### config.mk
export PLATFORM = sky130hd
export DESIGN_NAME = c_string_escape_decoder_core
export DESIGN_NICKNAME = d
export VERILOG_FILES = /design/src/hw/rtl/csed_pkg.sv /design/src/hw/rtl/csed_decode.sv /design/src/hw/rtl/csed_result_buf.sv /design/src/hw/rtl/c_string_escape_decoder_core.sv
export SDC_FILE = /design/constraint.sdc
export NUM_CORES = 1
export LEC_CHECK = 0
export ABC_AREA = 0
export ABC_CLOCK_PERIOD_IN_PS = 3600
export BUFFER_PORTS_ARGS = -buffer_cell sky130_fd_sc_hd__buf_2
export CAP_MARGIN = 20
export CORE_MARGIN = 2
export CORE_UTILIZATION = 60
export CTS_CLUSTER_DIAMETER = 50
export CTS_CLUSTER_SIZE = 12
export DETAILED_ROUTE_END_ITERATION = 6
export GPL_ROUTABILITY_DRIVEN = 1
export PLACE_DENSITY = 0.86
export SYNTH_ARGS = -nofsm -noshare
export SYNTH_HDL_FRONTEND = slang
export SYNTH_SLANG_ARGS = --single-unit
### constraint.sdc
create_clock -name clk_i -period 3.6 [get_ports clk_i]
set_input_delay 0.54 -clock clk_i [delete_from_list [all_inputs] [get_ports clk_i]]
set_output_delay 0.54 -clock clk_i [all_outputs]
set_load 0.02 [all_outputs]
### src/hw/rtl/csed_pkg.sv
`timescale 1ns / 1ps
`default_nettype none
// ----------------------------------------------------------------------------
// csed_pkg
// Types, character codes and the named-escape lookup shared by the string
// escape decoder modules.
// ----------------------------------------------------------------------------
package csed_pkg;

  localparam logic [7:0] CH_BACKSLASH = 8'h5C;
  localparam logic [7:0] CH_QUOTE     = 8'h22;
  localparam logic [7:0] CH_ZERO      = 8'h30;
  localparam logic [7:0] CH_SEVEN     = 8'h37;
  localparam logic [1:0] MAX_DIGITS   = 2'd3;

  // Result kinds
  localparam logic KIND_DATA = 1'b0;
  localparam logic KIND_END  = 1'b1;

  // Most results a single input byte can cause
  localparam int unsigned MAX_RESULTS = 3;

  typedef struct packed {
    logic [7:0] ch;
    logic       final_char;
  } csed_in_t;

  typedef struct packed {
    logic       out_kind;
    logic [7:0] out_byte;
    logic       last;
  } csed_out_t;

  typedef struct packed {
    logic       in_escape;
    logic [1:0] digit_count;
    logic [7:0] octal_accum;
  } csed_state_t;

  // Results of one input byte, slot 0 first
  typedef struct packed {
    csed_out_t [MAX_RESULTS-1:0] res;
    logic [1:0]                  count;
  } csed_batch_t;

  typedef struct packed {
    logic       hit;
    logic [7:0] code;
  } csed_named_t;

  function automatic csed_named_t named_code(input logic [7:0] c);
    csed_named_t r;
    r.hit = 1'b1;
    case (c)
      8'h61:        r.code = 8'd7;   // a
      8'h62:        r.code = 8'd8;   // b
      8'h66:        r.code = 8'd12;  // f
      8'h6E:        r.code = 8'd10;  // n
      8'h72:        r.code = 8'd13;  // r
      8'h74:        r.code = 8'd9;   // t
      8'h76:        r.code = 8'd11;  // v
      CH_QUOTE:     r.code = CH_QUOTE;
      CH_BACKSLASH: r.code = CH_BACKSLASH;
      default: begin
        r.hit  = 1'b0;
        r.code = 8'd0;
      end
    endcase
    return r;
  endfunction

endpackage

`default_nettype wire

### src/hw/rtl/csed_decode.sv
`timescale 1ns / 1ps
`default_nettype none
// ----------------------------------------------------------------------------
// csed_decode
// Decodes one string byte against the escape state: gives the next state and
// up to three results, in order, with last set on the final one.
// ----------------------------------------------------------------------------
module csed_decode import csed_pkg::*; (
  input  wire csed_in_t    item_i,
  input  wire csed_state_t state_i,
  output csed_state_t      state_o,
  output csed_batch_t      batch_o
);

  csed_named_t named;

  always_comb begin
    csed_state_t                 st;
    csed_out_t [MAX_RESULTS-1:0] res;
    logic [1:0]                  n;
    logic                        plain;
    logic                        ended;
    logic [7:0]                  acc_nxt;
    logic [1:0]                  dc_nxt;

    st      = state_i;
    res     = '0;
    n       = 2'd0;
    plain   = 1'b0;
    ended   = 1'b0;
    named   = named_code(item_i.ch);
    acc_nxt = {state_i.octal_accum[4:0], item_i.ch[2:0]};
    dc_nxt  = state_i.digit_count + 2'd1;

    if (!state_i.in_escape) begin
      plain = 1'b1;
    end else if (state_i.digit_count == 2'd0 && named.hit) begin
      res[n] = '{out_kind: KIND_DATA, out_byte: named.code, last: 1'b0};
      n      = n + 2'd1;
      st     = '0;
    end else if (item_i.ch inside {[CH_ZERO:CH_SEVEN]}) begin
      st.octal_accum = acc_nxt;
      st.digit_count = dc_nxt;
      if (dc_nxt == MAX_DIGITS) begin
        res[n] = '{out_kind: KIND_DATA, out_byte: acc_nxt, last: 1'b0};
        n      = n + 2'd1;
        st     = '0;
      end
    end else begin
      // flush the partial value, then treat the byte as plain
      res[n] = '{out_kind: KIND_DATA, out_byte: state_i.octal_accum, last: 1'b0};
      n      = n + 2'd1;
      st     = '0;
      plain  = 1'b1;
    end

    if (plain) begin
      if (item_i.ch == CH_QUOTE) begin
        res[n] = '{out_kind: KIND_END, out_byte: 8'd0, last: 1'b0};
        n      = n + 2'd1;
        ended  = 1'b1;
        st     = '0;
      end else if (item_i.ch == CH_BACKSLASH) begin
        st.in_escape   = 1'b1;
        st.digit_count = 2'd0;
        st.octal_accum = 8'd0;
      end else begin
        res[n] = '{out_kind: KIND_DATA, out_byte: item_i.ch, last: 1'b0};
        n      = n + 2'd1;
      end
    end

    // drop any pending escape and give an end marker at buffer end
    if (item_i.final_char && !ended) begin
      st     = '0;
      res[n] = '{out_kind: KIND_END, out_byte: 8'd0, last: 1'b0};
      n      = n + 2'd1;
    end

    for (int i = 0; i < MAX_RESULTS; i++) begin
      res[i].last = (n != 2'd0) && (2'(i) == n - 2'd1);
    end

    state_o       = st;
    batch_o.res   = res;
    batch_o.count = n;
  end

endmodule

`default_nettype wire

### src/hw/rtl/csed_result_buf.sv
`timescale 1ns / 1ps
`default_nettype none
// ----------------------------------------------------------------------------
// csed_result_buf
// Result register for the decoder: holds the results of one byte and hands
// them out one transfer at a time.
// ----------------------------------------------------------------------------
module csed_result_buf import csed_pkg::*; (
  input  wire logic        clk_i,
  input  wire logic        rst_ni,
  input  wire logic        load_i,
  input  wire csed_batch_t batch_i,
  output logic             ready_o,
  output logic             out_valid_o,
  input  wire logic        out_stall_i,
  output csed_out_t        out_data_o
);

  csed_out_t [MAX_RESULTS-1:0] res_q;
  logic [1:0]                  idx_q, idx_d;
  logic [1:0]                  rem_q, rem_d;
  logic                        pop;

  assign out_valid_o = (rem_q != 2'd0);
  assign pop         = out_valid_o && !out_stall_i;
  assign ready_o     = (rem_q == 2'd0) || (rem_q == 2'd1 && pop);

  always_comb begin
    case (idx_q)
      2'd1:    out_data_o = res_q[1];
      2'd2:    out_data_o = res_q[2];
      default: out_data_o = res_q[0];
    endcase
  end

  always_comb begin
    idx_d = idx_q;
    rem_d = rem_q;
    if (load_i) begin
      idx_d = 2'd0;
      rem_d = batch_i.count;
    end else if (pop) begin
      // advance to the next result of this byte
      idx_d = idx_q + 2'd1;
      rem_d = rem_q - 2'd1;
    end
  end

  always_ff @(posedge clk_i or negedge rst_ni) begin
    if (!rst_ni) begin
      idx_q <= 2'd0;
      rem_q <= 2'd0;
    end else begin
      idx_q <= idx_d;
      rem_q <= rem_d;
    end
  end

  always_ff @(posedge clk_i) begin
    if (load_i) begin
      res_q <= batch_i.res;
    end
  end

  a_within_buf: assert property (@(posedge clk_i) disable iff (!rst_ni)
    ({1'b0, idx_q} + {1'b0, rem_q}) <= 3'd3)
    else $error("result pointer runs past the buffer");

  a_load_free: assert property (@(posedge clk_i) disable iff (!rst_ni)
    load_i |-> (rem_q == 2'd0 || (rem_q == 2'd1 && pop)))
    else $error("results overwritten before transfer");

  a_last_on_final: assert property (@(posedge clk_i) disable iff (!rst_ni)
    (out_valid_o && rem_q == 2'd1) |-> out_data_o.last)
    else $error("final result of a byte lacks last");

  a_no_early_last: assert property (@(posedge clk_i) disable iff (!rst_ni)
    (out_valid_o && rem_q != 2'd1) |-> !out_data_o.last)
    else $error("last set before the final result of a byte");

endmodule

`default_nettype wire

### src/hw/rtl/c_string_escape_decoder_core.sv
`timescale 1ns / 1ps
`default_nettype none
// ----------------------------------------------------------------------------
// c_string_escape_decoder_core
// Decodes the body of a double-quoted C-style string, one byte per transfer,
// into data bytes and end-of-string markers.
//
//   channel  direction  handshake               payload
//   in       input      in_valid_i / in_stall_o   csed_in_t  (ch, final_char)
//   out      output     out_valid_o / out_stall_i csed_out_t (out_kind,
//                                                   out_byte, last)
//
// A byte is registered on transfer and decoded from that register; its
// results load into the result register once it can take them. One byte
// per cycle while each byte gives at most one result and the output is not
// stalled; more results of a byte hold the input at the single output port.
// Reset clears the escape state and both valid flags; no clearing pass.
// Output stall backs up through the result register to in_stall_o.
// ----------------------------------------------------------------------------
module c_string_escape_decoder_core import csed_pkg::*; (
  input  wire logic     clk_i,
  input  wire logic     rst_ni,
  input  wire logic     in_valid_i,
  output logic          in_stall_o,
  input  wire csed_in_t in_data_i,
  output logic          out_valid_o,
  input  wire logic     out_stall_i,
  output csed_out_t     out_data_o
);

  csed_in_t    in_q;
  logic        in_vld_q, in_vld_d;
  csed_state_t state_q, state_d;
  csed_batch_t batch;
  logic        buf_ready;
  logic        advance;
  logic        accept;

  assign advance    = in_vld_q && buf_ready;
  assign in_stall_o = in_vld_q && !buf_ready;
  assign accept     = in_valid_i && !in_stall_o;

  always_comb begin
    in_vld_d = in_vld_q;
    if (accept) begin
      in_vld_d = 1'b1;
    end else if (advance) begin
      in_vld_d = 1'b0;
    end
  end

  always_ff @(posedge clk_i or negedge rst_ni) begin
    if (!rst_ni) begin
      in_vld_q <= 1'b0;
      state_q  <= '0;
    end else begin
      in_vld_q <= in_vld_d;
      if (advance) begin
        state_q <= state_d;
      end
    end
  end

  always_ff @(posedge clk_i) begin
    if (accept) begin
      in_q <= in_data_i;
    end
  end

  csed_decode u_decode (
    .item_i  (in_q),
    .state_i (state_q),
    .state_o (state_d),
    .batch_o (batch)
  );

  csed_result_buf u_result_buf (
    .clk_i       (clk_i),
    .rst_ni      (rst_ni),
    .load_i      (advance),
    .batch_i     (batch),
    .ready_o     (buf_ready),
    .out_valid_o (out_valid_o),
    .out_stall_i (out_stall_i),
    .out_data_o  (out_data_o)
  );

endmodule

`default_nettype wire

==> results of run 1 <==
[state kept, by name (all words and copies together) (netlist names)]
signal / flops
in_q: 9
u_result_buf.rem_q: 2
in_vld_q: 1
u_result_buf.res_q: 22
state_q: 11
u_result_buf.idx_q: 2
[cell usage after synthesis, types with 2 or more instances]
cell	number	area [µm²]
nand2_1	41	154
edfxtp_1	31	931
o21ai_0	23	115
a21oi_1	17	85.1
dfrtp_1	16	400
nor2_1	16	60.1
clkbuf_1	12	45.0
inv_1	12	45.0
nor3_1	10	50.1
a22o_1	9	78.8
and2_1	9	56.3
ha_1	8	100
nand3_1	7	35.0
a21o_1	6	45.0
nand2b_1	6	37.5
a211oi_1	4	30.0
a31oi_1	4	25.0
buf_6	4	45.0
mux2i_1	4	40.0
nor4b_1	4	35.0
xnor2_1	4	35.0
a21boi_0	3	22.5
a22oi_1	3	22.5
and3_1	3	18.8
buf_2	3	15.0
nand3b_1	3	22.5
nor2b_1	3	18.8
nor3b_1	3	22.5
a32o_1	2	20.0
nor4_1	2	12.5
o311ai_0	2	17.5
o31ai_1	2	15.0
or3_1	2	12.5
or4_1	2	15.0
[power by group through the flow]
stage               combinational [W]  sequential, W  clock, W
finish                       0.000862       0.000833  0.000321
CTS                          0.000864       0.000832  0.000328
detailed placement           0.000860       0.000843         0
global route                 0.000958       0.000848  0.000345
global placement             0.000835       0.000834         0
floorplan                    0.000632       0.000815         0
[worst max path at each step]
stage	from	cells after the start	end	slack (ps)
floorplan	in_q[3]$_DFFE_PP_	15	u_result_buf.res_q[4]$_DFFE_PP_	350
global placement	in_q[4]$_DFFE_PP_	14	u_result_buf.res_q[4]$_DFFE_PP_	450
detailed placement	in_q[4]$_DFFE_PP_	14	u_result_buf.res_q[4]$_DFFE_PP_	300
CTS	in_q[4]$_DFFE_PP_	14	u_result_buf.res_q[4]$_DFFE_PP_	290
global route	in_q[4]$_DFFE_PP_	14	u_result_buf.res_q[4]$_DFFE_PP_	40
finish	in_q[4]$_DFFE_PP_	14	u_result_buf.res_q[4]$_DFFE_PP_	290
[metal layers]
metal / up-vias / routed length [µm]
met1: 1108 / 2920
met4: 0 / 134
li1: 1158 / -
met2: 100 / 3140
met5: - / 0
met3: 12 / 419
[kinds of logic (layout without fill, tap and decap cells)]
family	after synthesis	count (layout)
compound gates	87	87
xor+xnor	4	4
fa+ha+maj	8	8
buf+inv	33	58
flops	47	47
mux	4	4
simple gates	118	118
[stage by stage]
step | power [W] | utilization, % | hold WS [ps]
floorplan | 0.00145 | - | 244
global placement | 0.00167 | 65.1 | 470
detailed placement | 0.00170 | 65.1 | 485
CTS | 0.00202 | 67.0 | 159
global route | 0.00215 | 67.1 | 168
finish | 0.00202 | 67.1 | 147
[layout make-up]
cell class	instances	area, µm²	area share [%]
multi-input combinational	221	1390	44.2
sequential	47	1330	42.3
clock buffer	7	86.3	2.74
timing repair buffer	38	225	7.15
clock inverter	1	3.75	0.119
inverter	12	45.0	1.43
tap	54	67.6	2.14
[worst reg2reg max path: cells and delay by family (launching register included)]
kind / cells / cell delay [ps]
adder cells (fa/ha/maj): 2 / 460
buffers and inverters: 1 / 110
flip-flops: 1 / 530
AO/OA/AOI/OAI: 5 / 990
AND/OR/NAND/NOR: 6 / 980
==> results.cfg, run 1 <==
[place]
post-place-ws_ps = 298
dp.cells = 371
io_buffer_count = 24
dpl_cell_area_mm2 = 0.00305
globalplace.congestion = 1.01
dp_hpwl_mm = 4.94

[worst_setup_path]
critPathSlowestCell = edfxtp_1
worstRegToRegCells = 14
critPathTopFamily = compound AO/OA/AOI/OAI gates
regToRegEndpoint = u_result_buf.res_q[4]$_DFFE_PP_
cp.arrival_ps = 3360
crit_buf_inv = 1
r2r_slack_ps = 290
cpPeakStageDelay_ps = 530
crit_fanout = 11
worst_setup_path_start_kind = register
worstPathRequired_ps = 3650
path_class = reg2reg
r2r-start = in_q[4]$_DFFE_PP_
cp_cell_sequence = nor4b_1 -> nand2_1 -> o21a_1 -> ha_1 -> nand2b_1 -> o221ai_2 -> a21oi_2 -> nand2_2 -> inv_1 -> ha_1 -> nand2_1 -> a21oi_1 -> nor4b_1 -> a32o_1
critPathCaptureType = register

[global_routing]
grt_pass1_vias = 2292
grtUsageMet2_pct = 43.8
grt_use_total_pct = 27.2
busiest_layer = met2
use_met1_pct = 36.6
grt_antenna_before_repair = 0
grt_max_degree = 28
global_route.overflow_total = 0
grt_pass1_wl_mm = 11.0
grtUsageMet3_pct = 6.45

[final_layout]
layout-drive-gt1-share_pct = 15.6
final_cell_mix = 41 x nand2_1, 31 x edfxtp_1, 24 x buf_2
final_cells = 380
fill_cells = 385
nNetsFinal = 346
fin_area_mm2 = 0.00315
synthToLayoutAreaGrowth_pct = 9.34
final_common_cell = nand2_1
antenna_cells = 0

[synth]
yosysUniqueCellTypes = 55
synth_top_family_by_area = simple AND/OR/NAND/NOR gates
synth-simple-area-share_pct = 21.8
synthFlopType = edfxtp_1
synth_area_per_cell_um2 = 9.57
synth_mux_area_share_pct = 1.39
syn_inst = 301
netlist_area_mm2 = 0.00288
yosys.area_share.adder_pct = 3.47
synth-edff-count = 31
yosysWarnings = 0
synth_xor_area_share_pct = 1.22
synth_compound_area_share_pct = 20.5
yosysSeqAreaShare_pct = 46.2
async_flop_share_pct = 34.0
synth_fp_nets = 322
ys_seq_elements = 47

[power]
vdd_ir_drop_max_mv = 0.392
p_seq_share_pct = 41.3
p_clk_share_pct = 15.9
p_per_area_mw_per_mm2 = 640
power.switching_w = 0.000817
power.leakage_nw = 1.29
p_comb_share_pct = 42.8
p_int_w = 0.00120
switching_share_pct = 40.5

[route]
drc = 0
drt-total-wl_mm = 6.62
post_drt_wl_per_cell_um = 17.4
vias = 2378
drt_iter0_markers = 201
post_drt_via_cell_ratio = 6.26
ant_nets = 0
firstDrtPassIters = 4

[clocking]
clock_path_buffers = 2
cts-buffers-inserted = 5
clk_pin_slew_worst_paths_ps = 90
clock_sinks = 47
cts_setup_buffers = 0
insertion_delay_ps = 300
htreeDepth = 2
clockRootBuffer = clkbuf_8
post_cts_resized = 0
cts_tree = built
hold_buffers = 0

[timing]
rsz0062_at_grt = false
timing.fmax_mhz = 302
finalWorstSetupSlack_ps = 288
setup_tns_ps = 0
setup_viol_count_final = 0
relSlewSlack_pct = 61.3
finClkSkew_ps = 11.4
slew_viol_final = 0
fin_crit_sh_pct = 92.0
worst_pin_slew_ps = 578
hold_viol_final = 0
period_minus_slack_ps = 3310

[die]
die_w_um = 73.3
core_mm2 = 0.00469
rows = 25
die_area_mm2 = 0.00537
die_h_um = 73.3
start_util_pct = 61.4
io_pins = 25

[flow_run]
cap_violations = 0

[run_status]
outcome = completed

[worst_hold_path]
hp-class = in2async
Note: power is estimated with default switching activity, not from simulation.
==> run 2: changes to the inputs <==
- ABC_CLOCK_PERIOD_IN_PS: 3600 -> 3700
- clock period: 3.6 -> 3.7 ns (I/O delays scaled with it)
==> run 2 against run 1 <==
Compared with the run above: cell count shrank 0.79%; first-iteration DRC count increased by 28%; sequential share of layout area grew 0.19 points; largest cell class unchanged.
==> results.cfg, run 2 (same netlist as run 1, synthesis figures left out) <==
[run_status]
outcome = completed

[route]
drt_iter0_markers = 257
ant_nets = 0
drt-total-wl_mm = 6.54
post_drt_wl_per_cell_um = 17.4
firstDrtPassIters = 5
post_drt_via_cell_ratio = 6.34
drc = 0
vias = 2391

[die]
start_util_pct = 61.4
die_area_mm2 = 0.00537
io_pins = 25
rows = 25
die_w_um = 73.3
core_mm2 = 0.00469
die_h_um = 73.3

[global_routing]
grt_use_total_pct = 27.3
grt_antenna_before_repair = 0
grt_max_degree = 28
grt_pass1_vias = 2224
global_route.overflow_total = 0
grt_pass1_wl_mm = 10.9

[timing]
setup_viol_count_final = 0
finClkSkew_ps = 9.47
rsz0062_at_grt = false
setup_tns_ps = 0
relSlewSlack_pct = 63.5
slew_viol_final = 0
timing.fmax_mhz = 289
period_minus_slack_ps = 3460
fin_crit_sh_pct = 93.6
hold_viol_final = 0
worst_pin_slew_ps = 547

[clocking]
post_cts_resized = 0
cts_setup_buffers = 0
hold_buffers = 0
cts-buffers-inserted = 5
clock_sinks = 47
cts_tree = built
clk_pin_slew_worst_paths_ps = 90
htreeDepth = 2
clock_path_buffers = 2
clockRootBuffer = clkbuf_8
insertion_delay_ps = 300

[worst_setup_path]
critPathSlowestCell = or4b_1
worstPathRequired_ps = 3860
worst_setup_path_start_kind = register
path_class = reg2reg
cp_cell_sequence = or4b_1 -> or4_4 -> o221ai_2 -> a21oi_2 -> nand2_2 -> inv_1 -> ha_1 -> nand2_1 -> a21oi_1 -> nor4b_1 -> a32o_1
crit_fanout = 11
cp.arrival_ps = 3630
critPathCaptureType = register
cpPeakStageDelay_ps = 700

[power]
p_comb_share_pct = 42.1
p_seq_share_pct = 40.8
p_clk_share_pct = 17.1
power.switching_w = 0.000787
vdd_ir_drop_max_mv = 0.534
p_per_area_mw_per_mm2 = 630
p_int_w = 0.00119
switching_share_pct = 39.9
power.leakage_nw = 1.29

[place]
dp_hpwl_mm = 4.84
dp.cells = 368
io_buffer_count = 24
globalplace.congestion = 0.983
dpl_cell_area_mm2 = 0.00303

[final_layout]
largest_register = u_result_buf.res_q
fin_area_mm2 = 0.00314
final_cells = 377
layout-drive-gt1-share_pct = 14.9
final_cell_mix = 41 x nand2_1, 31 x edfxtp_1, 24 x buf_2
antenna_cells = 0
largest_reg_flops = 22
utilization_pct = 66.9
top_regs = u_result_buf.res_q (22), state_q (11), in_q (9)
final_common_cell = nand2_1
nNetsFinal = 343
synthToLayoutAreaGrowth_pct = 8.86

[worst_hold_path]
hp-class = in2async

[flow_run]
cap_violations = 0
==> run 2: final cells by class <==
cell class / count / area (µm²)
well taps: 54 / 67.6
multi-input cells: 221 / 1390
flip-flops and latches: 47 / 1330
inverters: 12 / 45.0
fillers: 373 / 1560
clock buffers: 8 / 101
repair buffers: 35 / 200
==> run 2: through the flow <==
stage	hold slack [ps]	power [W]	worst slack (ps)
finish	155	0.00198	236
global placement	485	0.00162	444
CTS	168	0.00198	292
global route	188	0.00213	76.0
floorplan	259	0.00141	452
detailed placement	494	0.00165	332
==> run 2: path summary, 6_finish.rpt <==
path / depth (start not counted) / end / slack, ps / start
hold reg to reg: 2 / in_vld_q$_DFFE_PN0P_ / 530 / in_vld_q$_DFFE_PN0P_
hold / removal: 1 / u_result_buf.idx_q[1]$_DFFE_PN0P_ / 160 / rst_ni
setup / recovery: 11 / u_result_buf.res_q[4]$_DFFE_PP_ / 240 / in_q[4]$_DFFE_PP_
setup reg to reg: 11 / u_result_buf.res_q[4]$_DFFE_PP_ / 240 / in_q[4]$_DFFE_PP_
max in group asynchronous: 1 / state_q[3]$_DFFE_PN0P_ / 3270 / rst_ni
min in group clk_i: 1 / in_q[0]$_DFFE_PP_ / 430 / in_data_i[0]
==> run 2: power groups by stage <==
stage | logic [W] | clock network, W | registers, W
final | 0.000831 | 0.000338 | 0.000806
after global routing | 0.000939 | 0.000363 | 0.000823
after CTS | 0.000834 | 0.000342 | 0.000806
after detailed placement | 0.000830 | 0 | 0.000818
after global placement | 0.000807 | 0 | 0.000813
after floorplan | 0.000615 | 0 | 0.000793
==> run 2: routing by layer <==
layer	vias up	track usage (%)	part of all wire (%)
li1	1153	-	-
met1	1109	36.7	43
met2	112	43.9	47
met3	17	6.31	7.5
met4	0	9.09	1.8
met5	-	0	0
==> run 2: critical path: cells and delay by family (launching register included) <==
family          cells  cell delay (ps)
compound gates      4              550
fa+ha+maj           1              210
buf+inv             1               90
flops               1              540
simple gates        5             1940
